[config.mk]
export PLATFORM = sky130hd
export DESIGN_NAME = key_press_duration_classifier_flat
export DESIGN_NICKNAME = d
export VERILOG_FILES = /design/src/design/kpdc_pkg.sv /design/src/design/kpdc_poll_if.sv /design/src/design/kpdc_result_if.sv /design/src/design/kpdc_cfg_if.sv /design/src/design/key_press_duration_classifier.sv /design/src/design/kpdc_cfg_regs.sv /design/src/design/kpdc_fsm.sv /design/src/flat_wrapper.sv
export SDC_FILE = /design/constraint.sdc
export NUM_CORES = 1
export LEC_CHECK = 0
export BUFFER_PORTS_ARGS = -buffer_cell sky130_fd_sc_hd__buf_2
export CAP_MARGIN = 10
export CORE_MARGIN = 5
export CORE_UTILIZATION = 60
export CTS_BUF_LIST = sky130_fd_sc_hd__clkbuf_8
export DETAILED_ROUTE_END_ITERATION = 7
export PLACE_DENSITY = 0.83
export SLEW_MARGIN = 20
export SYNTH_ARGS = -nofsm -noshare
export SYNTH_HDL_FRONTEND = slang
export SYNTH_HIERARCHICAL = 1
export SYNTH_SLANG_ARGS = --single-unit
export TNS_END_PERCENT = 1
[constraint.sdc]
create_clock -name clk -period 5.1 [get_ports clk]
set_input_delay 1.02 -clock clk [delete_from_list [all_inputs] [get_ports clk]]
set_output_delay 1.02 -clock clk [all_outputs]
set_load 0.005 [all_outputs]
[src/design/kpdc_pkg.sv]
// Shared types and constants for the key press duration classifier.
`default_nettype none

package kpdc_pkg;

	// Default width of the hold timer.
	localparam int TIMER_BITS_DEF = 16;

	// Field widths of the channels.
	localparam int ELAPSED_W   = 8;
	localparam int CODE_W      = 3;
	localparam int HOLD_W      = 16;
	localparam int CFG_INDEX_W = 2;

	// Configuration register indexes.
	localparam logic [CFG_INDEX_W-1:0] REG_RECEIPT_HOLD = 2'd0;
	localparam logic [CFG_INDEX_W-1:0] REG_RESET_HOLD   = 2'd1;
	localparam logic [CFG_INDEX_W-1:0] REG_CHECK_HOLD   = 2'd2;
	localparam logic [CFG_INDEX_W-1:0] REG_DEFAULT_HOLD = 2'd3;

	// Reset values of the configuration registers.
	localparam logic [HOLD_W-1:0] RECEIPT_HOLD_RST = 16'd50;
	localparam logic [HOLD_W-1:0] STAGE_HOLD_RST   = 16'd3000;

	// Event codes.
	localparam logic [CODE_W-1:0] CODE_NONE        = 3'd0;
	localparam logic [CODE_W-1:0] CODE_RECEIPT     = 3'd1;
	localparam logic [CODE_W-1:0] CODE_RESET       = 3'd2;
	localparam logic [CODE_W-1:0] CODE_CHECK       = 3'd3;
	localparam logic [CODE_W-1:0] CODE_SET_DEFAULT = 3'd4;

	// Hold times of the four press stages.
	typedef struct packed {
		logic [HOLD_W-1:0] receipt_hold_ticks;
		logic [HOLD_W-1:0] reset_hold_ticks;
		logic [HOLD_W-1:0] check_hold_ticks;
		logic [HOLD_W-1:0] default_hold_ticks;
	} hold_cfg_t;

endpackage

`default_nettype wire

[src/design/kpdc_poll_if.sv]
// Poll channel interface: key level, elapsed ticks and queried code.
`default_nettype none

interface kpdc_poll_if;
	logic                          valid;
	logic                          ready;
	logic                          key_level;
	logic [kpdc_pkg::ELAPSED_W-1:0] elapsed_ticks;
	logic [kpdc_pkg::CODE_W-1:0]    query_code;

	modport source (output valid, output key_level, output elapsed_ticks,
		output query_code, input ready);
	modport sink (input valid, input key_level, input elapsed_ticks,
		input query_code, output ready);
endinterface

`default_nettype wire

[src/design/kpdc_result_if.sv]
// Result channel interface: one match flag per poll.
`default_nettype none

interface kpdc_result_if;
	logic valid;
	logic ready;
	logic matched;

	modport source (output valid, output matched, input ready);
	modport sink (input valid, input matched, output ready);
endinterface

`default_nettype wire

[src/design/kpdc_cfg_if.sv]
// Configuration write channel interface: register index and write data.
`default_nettype none

interface kpdc_cfg_if;
	logic                            valid;
	logic                            ready;
	logic [kpdc_pkg::CFG_INDEX_W-1:0] index;
	logic [kpdc_pkg::HOLD_W-1:0]      data;

	modport source (output valid, output index, output data, input ready);
	modport sink (input valid, input index, input data, output ready);
endinterface

`default_nettype wire

[src/design/key_press_duration_classifier.sv]
// Top level of the key press duration classifier.
// Path: a poll is taken into the input register and its result is registered in the result register.
// Throughput: one poll per cycle; the input register is refilled while the
// result register is drained, and both stall together only when the result waits.
// Reset: arst_n clears the press state, timer and codes and restores the default
// hold times; no clearing pass follows.
`default_nettype none

module key_press_duration_classifier #(
	parameter int TIMER_BITS = kpdc_pkg::TIMER_BITS_DEF
) (
	input  wire logic    clk,
	input  wire logic    arst_n,
	kpdc_poll_if.sink    poll,
	kpdc_result_if.source result,
	kpdc_cfg_if.sink     cfg
);

	kpdc_pkg::hold_cfg_t          hold_cfg;
	logic                         valid_s1;
	logic                         key_s1;
	logic [kpdc_pkg::ELAPSED_W-1:0] elapsed_s1;
	logic [kpdc_pkg::CODE_W-1:0]    query_s1;
	logic                         valid_s2;
	logic                         matched_s2;
	logic                         adv_s1;
	logic                         step_matched;

	// The input stage moves on when the result register is empty or drained.
	assign adv_s1     = valid_s1 && (!valid_s2 || result.ready);
	assign poll.ready = !valid_s1 || adv_s1;

	kpdc_cfg_regs u_cfg_regs (
		.clk      (clk),
		.arst_n   (arst_n),
		.cfg      (cfg),
		.hold_cfg (hold_cfg)
	);

	kpdc_fsm #(
		.TIMER_BITS (TIMER_BITS)
	) u_fsm (
		.clk           (clk),
		.arst_n        (arst_n),
		.step_en       (adv_s1),
		.key_level     (key_s1),
		.elapsed_ticks (elapsed_s1),
		.query_code    (query_s1),
		.hold_cfg      (hold_cfg),
		.matched       (step_matched)
	);

	// Input register valid flag.
	always_ff @(posedge clk or negedge arst_n) begin
		if (!arst_n)
			valid_s1 <= 1'b0;
		else if (poll.ready)
			valid_s1 <= poll.valid;
	end

	// Input register payload.
	always_ff @(posedge clk) begin
		if (poll.valid && poll.ready) begin
			key_s1     <= poll.key_level;
			elapsed_s1 <= poll.elapsed_ticks;
			query_s1   <= poll.query_code;
		end
	end

	// Result register valid flag.
	always_ff @(posedge clk or negedge arst_n) begin
		if (!arst_n)
			valid_s2 <= 1'b0;
		else if (!valid_s2 || result.ready)
			valid_s2 <= valid_s1;
	end

	// Result register payload.
	always_ff @(posedge clk) begin
		if (adv_s1)
			matched_s2 <= step_matched;
	end

	assign result.valid   = valid_s2;
	assign result.matched = matched_s2;

endmodule

`default_nettype wire

[src/design/kpdc_cfg_regs.sv]
// Configuration register file holding the four stage hold times.
`default_nettype none

module kpdc_cfg_regs (
	input  wire logic         clk,
	input  wire logic         arst_n,
	kpdc_cfg_if.sink          cfg,
	output kpdc_pkg::hold_cfg_t hold_cfg
);

	kpdc_pkg::hold_cfg_t regs_q;

	// Writes are always taken.
	assign cfg.ready = 1'b1;
	assign hold_cfg  = regs_q;

	// Register writes on each configuration transfer.
	always_ff @(posedge clk or negedge arst_n) begin
		if (!arst_n) begin
			regs_q.receipt_hold_ticks <= kpdc_pkg::RECEIPT_HOLD_RST;
			regs_q.reset_hold_ticks   <= kpdc_pkg::STAGE_HOLD_RST;
			regs_q.check_hold_ticks   <= kpdc_pkg::STAGE_HOLD_RST;
			regs_q.default_hold_ticks <= kpdc_pkg::STAGE_HOLD_RST;
		end else if (cfg.valid) begin
			unique case (cfg.index)
				kpdc_pkg::REG_RECEIPT_HOLD: regs_q.receipt_hold_ticks <= cfg.data;
				kpdc_pkg::REG_RESET_HOLD:   regs_q.reset_hold_ticks   <= cfg.data;
				kpdc_pkg::REG_CHECK_HOLD:   regs_q.check_hold_ticks   <= cfg.data;
				kpdc_pkg::REG_DEFAULT_HOLD: regs_q.default_hold_ticks <= cfg.data;
				default: ;
			endcase
		end
	end

endmodule

`default_nettype wire

[src/design/kpdc_fsm.sv]
// Press stage state machine with hold timer and event code registers.
`default_nettype none

module kpdc_fsm #(
	parameter int TIMER_BITS = kpdc_pkg::TIMER_BITS_DEF
) (
	input  wire logic                          clk,
	input  wire logic                          arst_n,
	input  wire logic                          step_en,
	input  wire logic                          key_level,
	input  wire logic [kpdc_pkg::ELAPSED_W-1:0] elapsed_ticks,
	input  wire logic [kpdc_pkg::CODE_W-1:0]    query_code,
	input  wire kpdc_pkg::hold_cfg_t            hold_cfg,
	output logic                               matched
);

	localparam logic [2:0] ST_UNPRESSED    = 3'd0;
	localparam logic [2:0] ST_WAIT_PRESS   = 3'd1;
	localparam logic [2:0] ST_RECEIPT      = 3'd2;
	localparam logic [2:0] ST_RESET        = 3'd3;
	localparam logic [2:0] ST_CHECK        = 3'd4;
	localparam logic [2:0] ST_SET_DEFAULT  = 3'd5;
	localparam logic [2:0] ST_WAIT_RELEASE = 3'd6;

	localparam int EXT_W = (TIMER_BITS > kpdc_pkg::HOLD_W) ? TIMER_BITS : kpdc_pkg::HOLD_W;
	localparam logic [TIMER_BITS-1:0] TIMER_MAX = {TIMER_BITS{1'b1}};

	logic [2:0]                   state_q, state_d;
	logic [TIMER_BITS-1:0]        count_q, count_d;
	logic [TIMER_BITS-1:0]        limit_q, limit_d;
	logic [kpdc_pkg::CODE_W-1:0]  pending_q, pending_d;
	logic [kpdc_pkg::CODE_W-1:0]  published_q, published_d;
	logic [TIMER_BITS:0]          count_sum;
	logic [TIMER_BITS-1:0]        count_sat;
	logic                         timer_done;
	logic                         stage_active;
	logic [kpdc_pkg::HOLD_W-1:0]  next_hold;
	logic [kpdc_pkg::CODE_W-1:0]  stage_code;
	logic [2:0]                   stage_next;

	// Clamp a hold time to the timer width.
	function automatic logic [TIMER_BITS-1:0] clamp_hold(input logic [kpdc_pkg::HOLD_W-1:0] t);
		logic [EXT_W-1:0] ext;
		ext = EXT_W'(t);
		if (ext > EXT_W'(TIMER_MAX))
			return TIMER_MAX;
		return TIMER_BITS'(ext);
	endfunction

	// Saturating tick accumulation and stage completion test.
	assign count_sum  = {1'b0, count_q} + (TIMER_BITS + 1)'(elapsed_ticks);
	assign count_sat  = count_sum[TIMER_BITS] ? TIMER_MAX : count_sum[TIMER_BITS-1:0];
	assign timer_done = (count_sat >= limit_q);

	// Successor's hold time, code and successor of the first three timed stages.
	always_comb begin
		stage_active = 1'b1;
		next_hold    = hold_cfg.reset_hold_ticks;
		stage_code   = kpdc_pkg::CODE_RECEIPT;
		stage_next   = ST_RESET;
		case (state_q)
			ST_RECEIPT: begin
				next_hold  = hold_cfg.reset_hold_ticks;
				stage_code = kpdc_pkg::CODE_RECEIPT;
				stage_next = ST_RESET;
			end
			ST_RESET: begin
				next_hold  = hold_cfg.check_hold_ticks;
				stage_code = kpdc_pkg::CODE_RESET;
				stage_next = ST_CHECK;
			end
			ST_CHECK: begin
				next_hold  = hold_cfg.default_hold_ticks;
				stage_code = kpdc_pkg::CODE_CHECK;
				stage_next = ST_SET_DEFAULT;
			end
			default: stage_active = 1'b0;
		endcase
	end

	// Next state, timer and codes for one poll, then the match and clear.
	always_comb begin
		state_d     = state_q;
		count_d     = count_sat;
		limit_d     = limit_q;
		pending_d   = pending_q;
		published_d = published_q;
		unique case (state_q) inside
			ST_UNPRESSED: begin
				published_d = pending_q;
				state_d     = ST_WAIT_PRESS;
			end
			ST_WAIT_PRESS: begin
				if (key_level) begin
					count_d = '0;
					limit_d = clamp_hold(hold_cfg.receipt_hold_ticks);
					state_d = ST_RECEIPT;
				end
			end
			ST_RECEIPT, ST_RESET, ST_CHECK: begin
				if (!key_level) begin
					published_d = pending_q;
					state_d     = ST_UNPRESSED;
				end else if (timer_done && stage_active) begin
					count_d   = '0;
					limit_d   = clamp_hold(next_hold);
					pending_d = stage_code;
					state_d   = stage_next;
				end
			end
			ST_SET_DEFAULT: begin
				if (!key_level) begin
					state_d = ST_UNPRESSED;
				end else if (timer_done) begin
					pending_d   = kpdc_pkg::CODE_SET_DEFAULT;
					published_d = kpdc_pkg::CODE_SET_DEFAULT;
					state_d     = ST_WAIT_RELEASE;
				end
			end
			ST_WAIT_RELEASE: begin
				if (!key_level)
					state_d = ST_UNPRESSED;
			end
			default: ;
		endcase

		matched = (published_d == query_code);
		if (matched) begin
			published_d = kpdc_pkg::CODE_NONE;
			pending_d   = kpdc_pkg::CODE_NONE;
		end
	end

	// State update on each poll that moves into the result register.
	always_ff @(posedge clk or negedge arst_n) begin
		if (!arst_n) begin
			state_q     <= ST_UNPRESSED;
			count_q     <= '0;
			limit_q     <= '0;
			pending_q   <= kpdc_pkg::CODE_NONE;
			published_q <= kpdc_pkg::CODE_NONE;
		end else if (step_en) begin
			state_q     <= state_d;
			count_q     <= count_d;
			limit_q     <= limit_d;
			pending_q   <= pending_d;
			published_q <= published_d;
		end
	end

endmodule

`default_nettype wire

[src/flat_wrapper.sv]
// flat-port wrapper written by rule: the top's interface ports become plain ports
module key_press_duration_classifier_flat 
#(
	parameter int TIMER_BITS = kpdc_pkg::TIMER_BITS_DEF
)
  (clk, arst_n, poll_valid, poll_key_level, poll_elapsed_ticks, poll_query_code, poll_ready, result_valid, result_matched, result_ready, cfg_valid, cfg_index, cfg_data, cfg_ready);
  kpdc_poll_if poll_i ();
  kpdc_result_if result_i ();
  kpdc_cfg_if cfg_i ();
  input  wire logic clk;
  input  wire logic arst_n;
  input wire logic [$bits(poll_i.valid)-1:0] poll_valid;
  input wire logic [$bits(poll_i.key_level)-1:0] poll_key_level;
  input wire logic [$bits(poll_i.elapsed_ticks)-1:0] poll_elapsed_ticks;
  input wire logic [$bits(poll_i.query_code)-1:0] poll_query_code;
  output wire logic [$bits(poll_i.ready)-1:0] poll_ready;
  output wire logic [$bits(result_i.valid)-1:0] result_valid;
  output wire logic [$bits(result_i.matched)-1:0] result_matched;
  input wire logic [$bits(result_i.ready)-1:0] result_ready;
  input wire logic [$bits(cfg_i.valid)-1:0] cfg_valid;
  input wire logic [$bits(cfg_i.index)-1:0] cfg_index;
  input wire logic [$bits(cfg_i.data)-1:0] cfg_data;
  output wire logic [$bits(cfg_i.ready)-1:0] cfg_ready;
  assign poll_i.valid = poll_valid;
  assign poll_i.key_level = poll_key_level;
  assign poll_i.elapsed_ticks = poll_elapsed_ticks;
  assign poll_i.query_code = poll_query_code;
  assign poll_ready = poll_i.ready;
  assign result_valid = result_i.valid;
  assign result_matched = result_i.matched;
  assign result_i.ready = result_ready;
  assign cfg_i.valid = cfg_valid;
  assign cfg_i.index = cfg_index;
  assign cfg_i.data = cfg_data;
  assign cfg_ready = cfg_i.ready;
  key_press_duration_classifier #(.TIMER_BITS(TIMER_BITS)) u_core (.clk(clk), .arst_n(arst_n), .poll(poll_i), .result(result_i), .cfg(cfg_i));
endmodule
### Yosys cells after proc, flatten, opt, wreduce, memory -nomap -nowiden

Index checks and enable logic that the tools add are counted.

| storage, ports and cells | value |
|---|---|
| register bits | 120 |
| output and inout port bits | 4 |
| word-level logic and storage cells | 101 |

| operators by class | value |
|---|---|
| magnitude comparators | 3 |
| add/subtract/negate cells | 1 |
| equal/unequal tests | 20 |
| reductions and logical operators | 20 |
| multiplexer cells | 42 |

Operators by type and width:

| operator | number |
|---|---|
| two-way mux 16 bit | 11 |
| case mux 16 bit (2 select lines) | 3 |
| two-way mux 3 bit | 15 |
| greater-than comparator 16 bit (second input constant) | 2 |
| adder 16 x 8 -> 17 bit | 1 |
| greater-or-equal comparator 16 bit | 1 |
| case mux 3 bit (5 select lines) | 1 |
| case mux 3 bit (2 select lines) | 2 |
| AND reduction 6 bit | 2 |
| equality test 3 bit (second input constant) | 3 |
| != test 3 x 1 -> 1 bit (second input constant) | 3 |
| case mux 3 bit (3 select lines) | 1 |
| two-way mux 1 bit | 8 |
| AND reduction 2 bit | 4 |
| equality test 3 x 2 -> 1 bit (second input constant) | 2 |
| != test 2 x 1 -> 1 bit (second input constant) | 3 |
| != test 3 bit (second input constant) | 2 |
| AND reduction 5 bit | 1 |
| nonzero test 5 bit | 1 |
| equality test 2 bit (second input constant) | 2 |
| case mux 2 bit (2 select lines) | 1 |
| equality test 3 x 1 -> 1 bit (second input constant) | 1 |
| equality test 3 bit | 1 |
| logical AND 1 bit | 3 |
| other kinds (10) | 12 |

### Depth between registers and ports, before layout

Gate-level depths: netlist of run 1.

| logic depth | value |
|---|---|
| depth after elaboration | 11 |
| gate-level depth with buffers | 18 |
| depth with buffers taken out | 16 |

### By module

Netlist of run 1, hierarchy kept.

By module, submodules not included:

| module | instances | cells an instance | area each (µm²) | seq. area each (µm²) |
|---|---|---|---|---|
| kpdc_fsm | 1 | 390 | 3419.5 | 1026.0 |
| kpdc_cfg_regs | 1 | 138 | 2452.4 | 1631.6 |
| key_press_duration_classifier | 1 | 21 | 494.2 | 440.4 |

### Worst setup path before layout of run 1

No wires, ideal clock.

| path | value |
|---|---|
| path kind | reg2reg |
| start point | reg u_core/elapsed_s1[0] (netlist name) |
| end point | reg u_core.u_fsm.limit_q[7] |
| data required time | 4972 ps |
| setup slack | 923 ps |
| stages on the path, launching flop included | 19 |
| arrival time | 4050 ps |
| setup time | 128 ps |
| path through | edfxtp_1 > ha_1 > fa_1 > a21oi_1 > o211ai_2 > o41ai_4 > or4_1 > buf_6 > buf_12 > nand2_4 > ha_1 > a21o_1 > a221oi_1 > o21ai_0 > a211o_1 > o21ai_1 > a21oi_1 > buf_6 > mux2_1 |

| between the ends | value |
|---|---|
| word-level cells in the longest chain between the ends | 6 |

RTL lines:

| what | RTL line | RTL |
|---|---|---|
| start: declaration | key_press_duration_classifier.sv:22 | `logic [kpdc_pkg::ELAPSED_W-1:0] elapsed_s1;` |
| start signal: assignment | key_press_duration_classifier.sv:65 | `elapsed_s1 <= poll.elapsed_ticks;` |
| adder 16 x 8 -> 17 bit | kpdc_fsm.sv:51 | `assign count_sum = {1'b0, count_q} + (TIMER_BITS + 1)'(elapsed_ticks);` |
| two-way mux 16 bit | kpdc_fsm.sv:52 | `assign count_sat = count_sum[TIMER_BITS] ? TIMER_MAX : count_sum[TIMER_BITS-1:0];` |
| greater-or-equal comparator 16 bit | kpdc_fsm.sv:53 | `assign timer_done = (count_sat >= limit_q);` |
| logical AND 1 bit | kpdc_fsm.sv:104 | `end else if (timer_done && stage_active) begin` |
| != test 2 x 1 -> 1 bit (no source line) | - |  |
| AND reduction 5 bit (no source line) | - |  |
| end signal: assignment | kpdc_fsm.sv:145 | `limit_q <= limit_d;` |
| end: declaration | kpdc_fsm.sv:30 | `logic [TIMER_BITS-1:0] limit_q, limit_d;` |

Every way passes these cells.
A chain may end at the register's enable or synchronous reset.

### Final worst setup path of run 1

| path | value |
|---|---|
| start point | reg u_core/elapsed_s1[0] (netlist name) |
| end point | reg u_core.u_fsm.limit_q[13] |

The elaborated chain is that of the path after synthesis.

==> flow_metrics.env, run 1 <==
export IMPL_max_vdd_ir_drop_v=0.000332
export IMPL_synth_edf_count=13
export IMPL_synth_fp_nets=609
export IMPL_hold_class="flop to flop"
export IMPL_core_area_mm2=0.0103
export IMPL_nNetsFinal=645
export IMPL_finClkSkew_ns=0.00940
export IMPL_p_sw_share_pct=38.0
export IMPL_ios=39
export IMPL_dieArea_mm2=0.0128
export IMPL_grt_overflow=0
export IMPL_crit_path_end_kind="flop"
export IMPL_rsz0062_at_grt="no"
export IMPL_reg2reg_to="u_core/u_fsm/limit_q[13]"
export IMPL_root_buffer="clkbuf_8"
export IMPL_antenna_found_initial=0
export IMPL_pwr_share_clk_pct=22.0
export IMPL_clock_fmax_ghz=0.212
export IMPL_die_w_um=113
export IMPL_vias_per_cell=6.06
export IMPL_finalPower_mw=3.87
export IMPL_drtIter0Drc=295
export IMPL_final_hold_viol_count=0
export IMPL_gp_congestion=0.840
export IMPL_utilization_pct=68.1
export IMPL_internal_power_mw=2.40
export IMPL_arrival_ns=5.04
export IMPL_cp_start_kind="flop"
export IMPL_antenna_left=0
export IMPL_reg2reg_depth=17
export IMPL_critPathMaxFanout=15
export IMPL_max_slew_worst_pin_slew_ns=0.945
export IMPL_clockBufferDepth=2
export IMPL_hp_start="u_core/u_fsm/count_q[0]"
export IMPL_die_y_um=113
export IMPL_totalWireLength_mm=13.4
export IMPL_areaGrowthSynthToFinish_pct=10.4
export IMPL_clk_latency_ns=0.44
export IMPL_post_route_min_period_ns=4.72
export IMPL_rrSetupSlack_ns=0.38
export IMPL_pwr_density_cell_mw_per_mm2=551
export IMPL_drt_pass1_iterations=4
export IMPL_fin_crit_sh_pct=92.6
export IMPL_numCtsBuffers=17
export IMPL_grt_pass1_wl_mm=23.0
export IMPL_seq_area_frac_synth_pct=48.7
export IMPL_antenna_cells=0
export IMPL_grt_pass1_vias=4778
export IMPL_mostFrequentLayoutCell="dfrtp_1"
export IMPL_drive_gt1_share_pct=32.3
export IMPL_synthArstFlopShare_pct=89.2
export IMPL_status="completed"
export IMPL_wl_per_cell_um=18.2
export IMPL_final_max_slew_viol_count=0
export IMPL_ys_ff_latch=120
export IMPL_vias=4447
export IMPL_slew_headroom_pct=37.0
export IMPL_min_to="u_core/u_fsm/count_q[0]"
export IMPL_worst_setup_path_type="flop to flop"
export IMPL_cts_sinks=120
export IMPL_power_switching_mw=1.47
export IMPL_grt_max_degree=65
export IMPL_io_buffers=37
export IMPL_yosysWarningCount=6
export IMPL_critPathRequiredTime_ns=5.41
export IMPL_cts_clk_slew_worst_paths_ns=0.07
export IMPL_tns_ns=0
export IMPL_htree_num_levels=4
export IMPL_post_dp_hpwl_mm=9.20
export IMPL_whs_path_depth=1
export IMPL_synth_cells=549
export IMPL_cts_tree="done"
export IMPL_crit_path_start="u_core/elapsed_s1[0]"
export IMPL_maxCapViolCount=0
export IMPL_setup_violations=0
export IMPL_start_util_pct=61.7
export IMPL_drc=0
export IMPL_synth_cell_types=68
export IMPL_comb_power_share_pct=41.6
export IMPL_ys_flop_type="dfrtp_1"
export IMPL_syn_cell_area_mm2=0.00637
export IMPL_placementRows=37
export IMPL_syn_avg_cell_area_um2=11.6
export IMPL_layout_common_cells="dfrtp_1, mux2_2, nand2_1"
export IMPL_power_leakage_nw=3.04
export IMPL_reg2reg_from="u_core/elapsed_s1[0]"
export IMPL_p_seq_share_pct=36.5
export IMPL_grtUsageTotal_pct=22.5
-- routing by layer --
metal | up-vias | global-route usage (%) | share of wire (%)
met3 | 17 | 6.04 | 4.6
met2 | 111 | 36.8 | 49
met4 | 0 | 7.29 | 1.4
met5 | - | 0 | 0
met1 | 2234 | 29.2 | 45
li1 | 2085 | - | -
-- power groups by stage --
stage	Clock (mW)	Sequential, mW	Combinational, mW
after floorplan	0	1.34	1.27
after global placement	0	1.41	1.52
after detailed placement	0	1.42	1.58
after CTS	0.873	1.41	1.60
after global routing	0.920	1.44	1.80
final	0.851	1.41	1.61
-- kinds of logic after synthesis --
family	count (synthesis)	share of synthesized area (%)
flops	120	48.7
xor+xnor	14	1.93
fa+ha+maj	26	5.19
mux	103	17.6
buf+inv	53	4.19
compound gates	106	12.0
other cells	1	0.0589
simple gates	126	10.4
-- stage by stage --
stage / instances / cell area (um^2) / worst slack (ns) / hold WS [ns]
6_report: 734 / 7030 / 0.375 / 0.501
5_1_grt: 734 / 7030 / 0.00960 / 0.522
4_1_cts: 734 / 7020 / 0.316 / 0.502
3_5_place_dp: 702 / 6620 / 0.341 / 0.485
3_3_place_gp: 702 / 6620 / 0.511 / 0.471
2_1_floorplan: 549 / 6370 / 0.923 / 0.456
-- worst max path at each step --
stage	endpoint	slack (ns)	cells past startpoint
detailed placement	u_core/u_fsm/limit_q[12]	0.34	16
global placement	u_core/u_fsm/limit_q[11]	0.51	16
global route	u_core/u_fsm/limit_q[13]	0.01	17
finish	u_core/u_fsm/limit_q[13]	0.38	17
CTS	u_core/u_fsm/limit_q[12]	0.32	16
floorplan	u_core/u_fsm/limit_q[7]	0.92	18
-- critical path: stages (launching register included) --
cell	delay [ns]
edfxtp_1	0.37
ha_1	0.23
fa_1	0.40
a21oi_1	0.27
o211ai_2	0.16
o41ai_4	0.24
or4_1	0.53
buf_4	0.24
nand2_4	0.05
ha_1	0.29
a21o_1	0.19
a221oi_1	0.25
o21ai_0	0.16
a211o_1	0.42
o21ai_1	0.24
a21oi_4	0.20
buf_4	0.23
mux2i_1	0.13
-- layout make-up --
type	count	area (um^2)
Clock buffer	18	248
Clock inverter	14	149
Fill cell	739	3300
Inverter	24	90.1
Multi-Input combinational cell	376	3020
Sequential cell	120	3100
Tap cell	136	170
Timing Repair Buffer	46	255
-- cell usage after synthesis (6+ instances only) --
library cell | count | area (um^2)
nand4_1 | 6 | 37.5
xnor2_1 | 10 | 87.6
nor2_1 | 30 | 113
o22ai_1 | 11 | 68.8
mux2_2 | 70 | 788
nand3_1 | 13 | 65.1
inv_1 | 23 | 86.3
mux2i_1 | 32 | 320
o21ai_0 | 6 | 30.0
nand2_1 | 38 | 143
nand2b_1 | 7 | 43.8
dfstp_2 | 24 | 631
a21oi_1 | 27 | 135
clkbuf_1 | 15 | 56.3
a31oi_1 | 8 | 50.1
dfrtp_1 | 83 | 2080
o2bb2ai_1 | 10 | 87.6
ha_1 | 24 | 300
a221oi_1 | 12 | 105
nor3_1 | 9 | 45.0
edfxtp_1 | 13 | 390
-- registers in the layout, summed over array words and instances, names as in the netlist --
signal	cells
u_core/u_fsm/pending_q	3
u_core/key_s1	1
u_core/u_fsm/limit_q	16
u_core/elapsed_s1	8
u_core/u_fsm/count_q	16
u_core/result.matched	1
u_core/u_fsm/state_q	3
u_core/valid_s1	1
u_core/u_cfg_regs/hold_cfg	64
u_core/u_fsm/published_q	3
u_core/result.valid	1
u_core/query_s1	3
-- repair_timing --
action                     4_1_cts  5_1_grt
hold buffers                     0        0
resized for setup                0        2
setup buffers                    0        0
setup endpoints to repair        0       20
Power figures use the tool's default switching activity.
==> run 2, diff against run 1 <==
Settings changed: ABC_AREA set to 1, CORE_MARGIN 5 to unset, CTS_BUF_LIST sky130_fd_sc_hd__clkbuf_8 to unset.
==> run 2 against run 1 <==
  * Die area is 12% lower
  * Critical endpoint is now u_core/u_fsm/count_q[8]
  * Clock-buffer cell count up 4
  * Clock skew decreased by 0.0025 ns
  * Power increased by 4.4%
  * Cell count rose by 28%
  * Wire length up 19%
  * Hold slack got worse by 0.037 ns
  * Synthesized area rose by 1.8%
  * Maximum frequency grew 5.8%
  * First-iteration DRC count increased by 58%
  * Register-to-register slack better by 0.26 ns
==> flow_metrics.env, run 2 <==
export IMPL_status="completed"
export IMPL_synth_top_family_by_area="simple AND/OR/NAND/NOR gates"
export IMPL_rsz0062_at_grt="no"
export IMPL_critical_path_depth=28
export IMPL_post_cts_resize_count=0
export IMPL_synth_cells=769
export IMPL_synth_fp_nets=829
export IMPL_finClkSkew_ns=0.00693
export IMPL_cp_start_kind="flop"
export IMPL_gp_congestion=0.887
export IMPL_syn_avg_cell_area_um2=8.42
export IMPL_cts_sinks=120
export IMPL_crit_slowest_cell="fa_1"
export IMPL_synth_edf_count=13
export IMPL_clockBufferDepth=2
export IMPL_numCtsBuffers=17
export IMPL_wl_per_cell_um=16.9
export IMPL_cts_tree="done"
export IMPL_setup_violations=0
export IMPL_drive_gt1_share_pct=16.0
export IMPL_cts_clk_slew_worst_paths_ns=0.06
export IMPL_cpPeakStageDelay_ns=0.41
export IMPL_clock_fmax_ghz=0.224
export IMPL_hold_buffers=0
export IMPL_drt_pass1_iterations=5
export IMPL_reg2reg_depth=28
export IMPL_vias_per_cell=5.95
export IMPL_areaGrowthSynthToFinish_pct=12.1
export IMPL_placementRows=37
export IMPL_synth_simple_gate_area_share_pct=27.9
export IMPL_antenna_left=0
export IMPL_arrival_ns=4.90
export IMPL_nFillCells=815
export IMPL_worst_setup_path_type="flop to flop"
export IMPL_syn_cell_area_mm2=0.00648
export IMPL_start_util_pct=62.2
export IMPL_hold_class="flop to flop"
export IMPL_ys_ff_latch=120
export IMPL_maxCapViolCount=0
export IMPL_die_w_um=106
export IMPL_largest_reg_flops=64
export IMPL_core_area_mm2=0.0104
export IMPL_dp_cells=909
export IMPL_nNetsFinal=852
export IMPL_yosys_top_cells_count="nand2_1, dfrtp_1, inv_1, nand4_1, o21ai_0"
export IMPL_root_buffer="clkbuf_8"
export IMPL_critPathMaxFanout=12
export IMPL_yosys_top_cells_area="dfrtp_1, nand2_1, dfstp_2, edfxtp_1, nand4_1"
export IMPL_grt_pass1_vias=5572
export IMPL_antenna_found_initial=0
export IMPL_grt_max_degree=63
export IMPL_final_max_slew_viol_count=0
export IMPL_grtUsageTotal_pct=30.3
export IMPL_layout_common_cells="nand2_1, dfrtp_1, inv_1"
export IMPL_yosysWarningCount=6
export IMPL_grt_pass1_wl_mm=26.2
export IMPL_ios=39
export IMPL_vias=5595
export IMPL_synth_compound_area_share_pct=11.1
export IMPL_yosysMostFrequentCell="nand2_1"
export IMPL_stdcell_count=941
export IMPL_synth_fa_ha_area_share_pct=4.94
export IMPL_tns_ns=0
export IMPL_yosys_area_top_type="dfrtp_1"
export IMPL_cpMostUsedCell="nand2_1"
export IMPL_drtIter0Drc=467
export IMPL_synth_top_area_share_pct=32.1
export IMPL_max_vdd_ir_drop_v=0.000330
export IMPL_synth_area_mux_share_pct=0.309
export IMPL_clk_latency_ns=0.53
export IMPL_synth_cell_types=48
export IMPL_io_buffers=37
export IMPL_die_y_um=106
export IMPL_pwr_density_cell_mw_per_mm2=556
export IMPL_cpLargestDelayFamily="simple AND/OR/NAND/NOR gates"
export IMPL_htree_num_levels=4
export IMPL_mostFrequentLayoutCell="nand2_1"
export IMPL_finalPower_mw=4.04
export IMPL_max_slew_worst_pin_slew_ns=1.00
export IMPL_synthArstFlopShare_pct=89.2
export IMPL_dieArea_mm2=0.0112
export IMPL_slew_headroom_pct=33.0
export IMPL_whs_path_depth=2
export IMPL_final_hold_viol_count=0
export IMPL_power_leakage_nw=3.63
export IMPL_antenna_cells=0
export IMPL_critPathRequiredTime_ns=5.53
export IMPL_seq_area_frac_synth_pct=47.8
export IMPL_finalWorstSetupSlack_ns=0.633
export IMPL_post_dp_hpwl_mm=10.2
export IMPL_drc=0
export IMPL_synth_xor_area_share_pct=0.541
export IMPL_ys_flop_type="dfrtp_1"
export IMPL_grt_overflow=0
export IMPL_critPathBufInv=3
export IMPL_totalWireLength_mm=15.9
export IMPL_dp_slack_ns=0.708
export IMPL_crit_path_end_kind="flop"
export IMPL_fin_crit_sh_pct=87.6
export IMPL_postCtsSetupBuffers=0
export IMPL_post_route_min_period_ns=4.47
==> run 2: changes by cell type in the layout (fill, tap and decap cells not counted), moves of 30 or more <==
cell | before | now
nand4_1 | 6 | 57
mux2_2 | 70 | 0
o21ai_0 | 6 | 37
mux2i_1 | 32 | 2
nand2_1 | 38 | 260
inv_1 | 23 | 65
==> run 2: routing by layer <==
layer | GRT usage, % | share of wire (%) | vias up | routed length [um]
li1 | - | - | 2627 | -
met1 | 36.9 | 41 | 2692 | 6460
met2 | 51.7 | 51 | 243 | 8130
met3 | 7.23 | 6.3 | 33 | 1000
met4 | 12.5 | 2.2 | 0 | 354
met5 | 0 | 0 | - | 0
==> run 2: logic make-up (layout without fill, tap and decap cells) <==
family | Yosys count | after routing
simple gates | 396 | 396
flops | 120 | 120
compound gates | 112 | 112
buf+inv | 109 | 145
fa+ha+maj | 25 | 25
xor+xnor | 4 | 4
mux | 2 | 2
other cells | 1 | 1
==> run 2: metrics by stage <==
stage / hold slack (ns) / utilization, % / cell area (um^2)
5_1_grt: 0.474 / 69.8 / 7270
4_1_cts: 0.462 / 69.8 / 7270
3_5_place_dp: 0.453 / 64.0 / 6660
2_1_floorplan: 0.442 / - / 6480
6_report: 0.463 / 69.8 / 7270
3_3_place_gp: 0.451 / 64.0 / 6660
==> run 2: where the power goes <==
group / total (mW) / internal, mW / switching (mW)
Combinational: 1.50 / 0.518 / 0.981
Sequential: 1.32 / 1.20 / 0.123
Clock: 1.22 / 0.789 / 0.435
Total: 4.04 / 2.50 / 1.54
==> run 2: cell type report <==
| cell class | instances | area (um^2) | area share, % |
|---|---|---|---|
| clock buffer | 22 | 464 | 6.39 |
| tap | 136 | 170 | 2.34 |
| sequential | 120 | 3100 | 42.6 |
| multi-input combinational | 540 | 2910 | 40.0 |
| clock inverter | 10 | 139 | 1.91 |
| timing repair buffer | 41 | 218 | 3.00 |
| inverter | 72 | 270 | 3.72 |
==> run 2: final timing paths <==
check / from / to / slack [ns]
setup / recovery: u_core/elapsed_s1[0] / u_core/u_fsm/count_q[8] / 0.63
hold / removal: u_core/u_cfg_regs/hold_cfg[21] / u_core/u_cfg_regs/hold_cfg[21] / 0.46
setup reg to reg: u_core/elapsed_s1[0] / u_core/u_fsm/count_q[8] / 0.63
hold reg to reg: u_core/u_cfg_regs/hold_cfg[21] / u_core/u_cfg_regs/hold_cfg[21] / 0.46
max in group asynchronous: arst_n / u_core/u_cfg_regs/hold_cfg[9] / 3.44
min in group asynchronous: arst_n / u_core/u_fsm/count_q[7] / 0.57
==> run 2: tightest hold or removal path, delay by kind of cell (launching register included) <==
kind,cells,cell delay [ns]
DFF,1,0.37
and+or+nand+nor,2,0.09
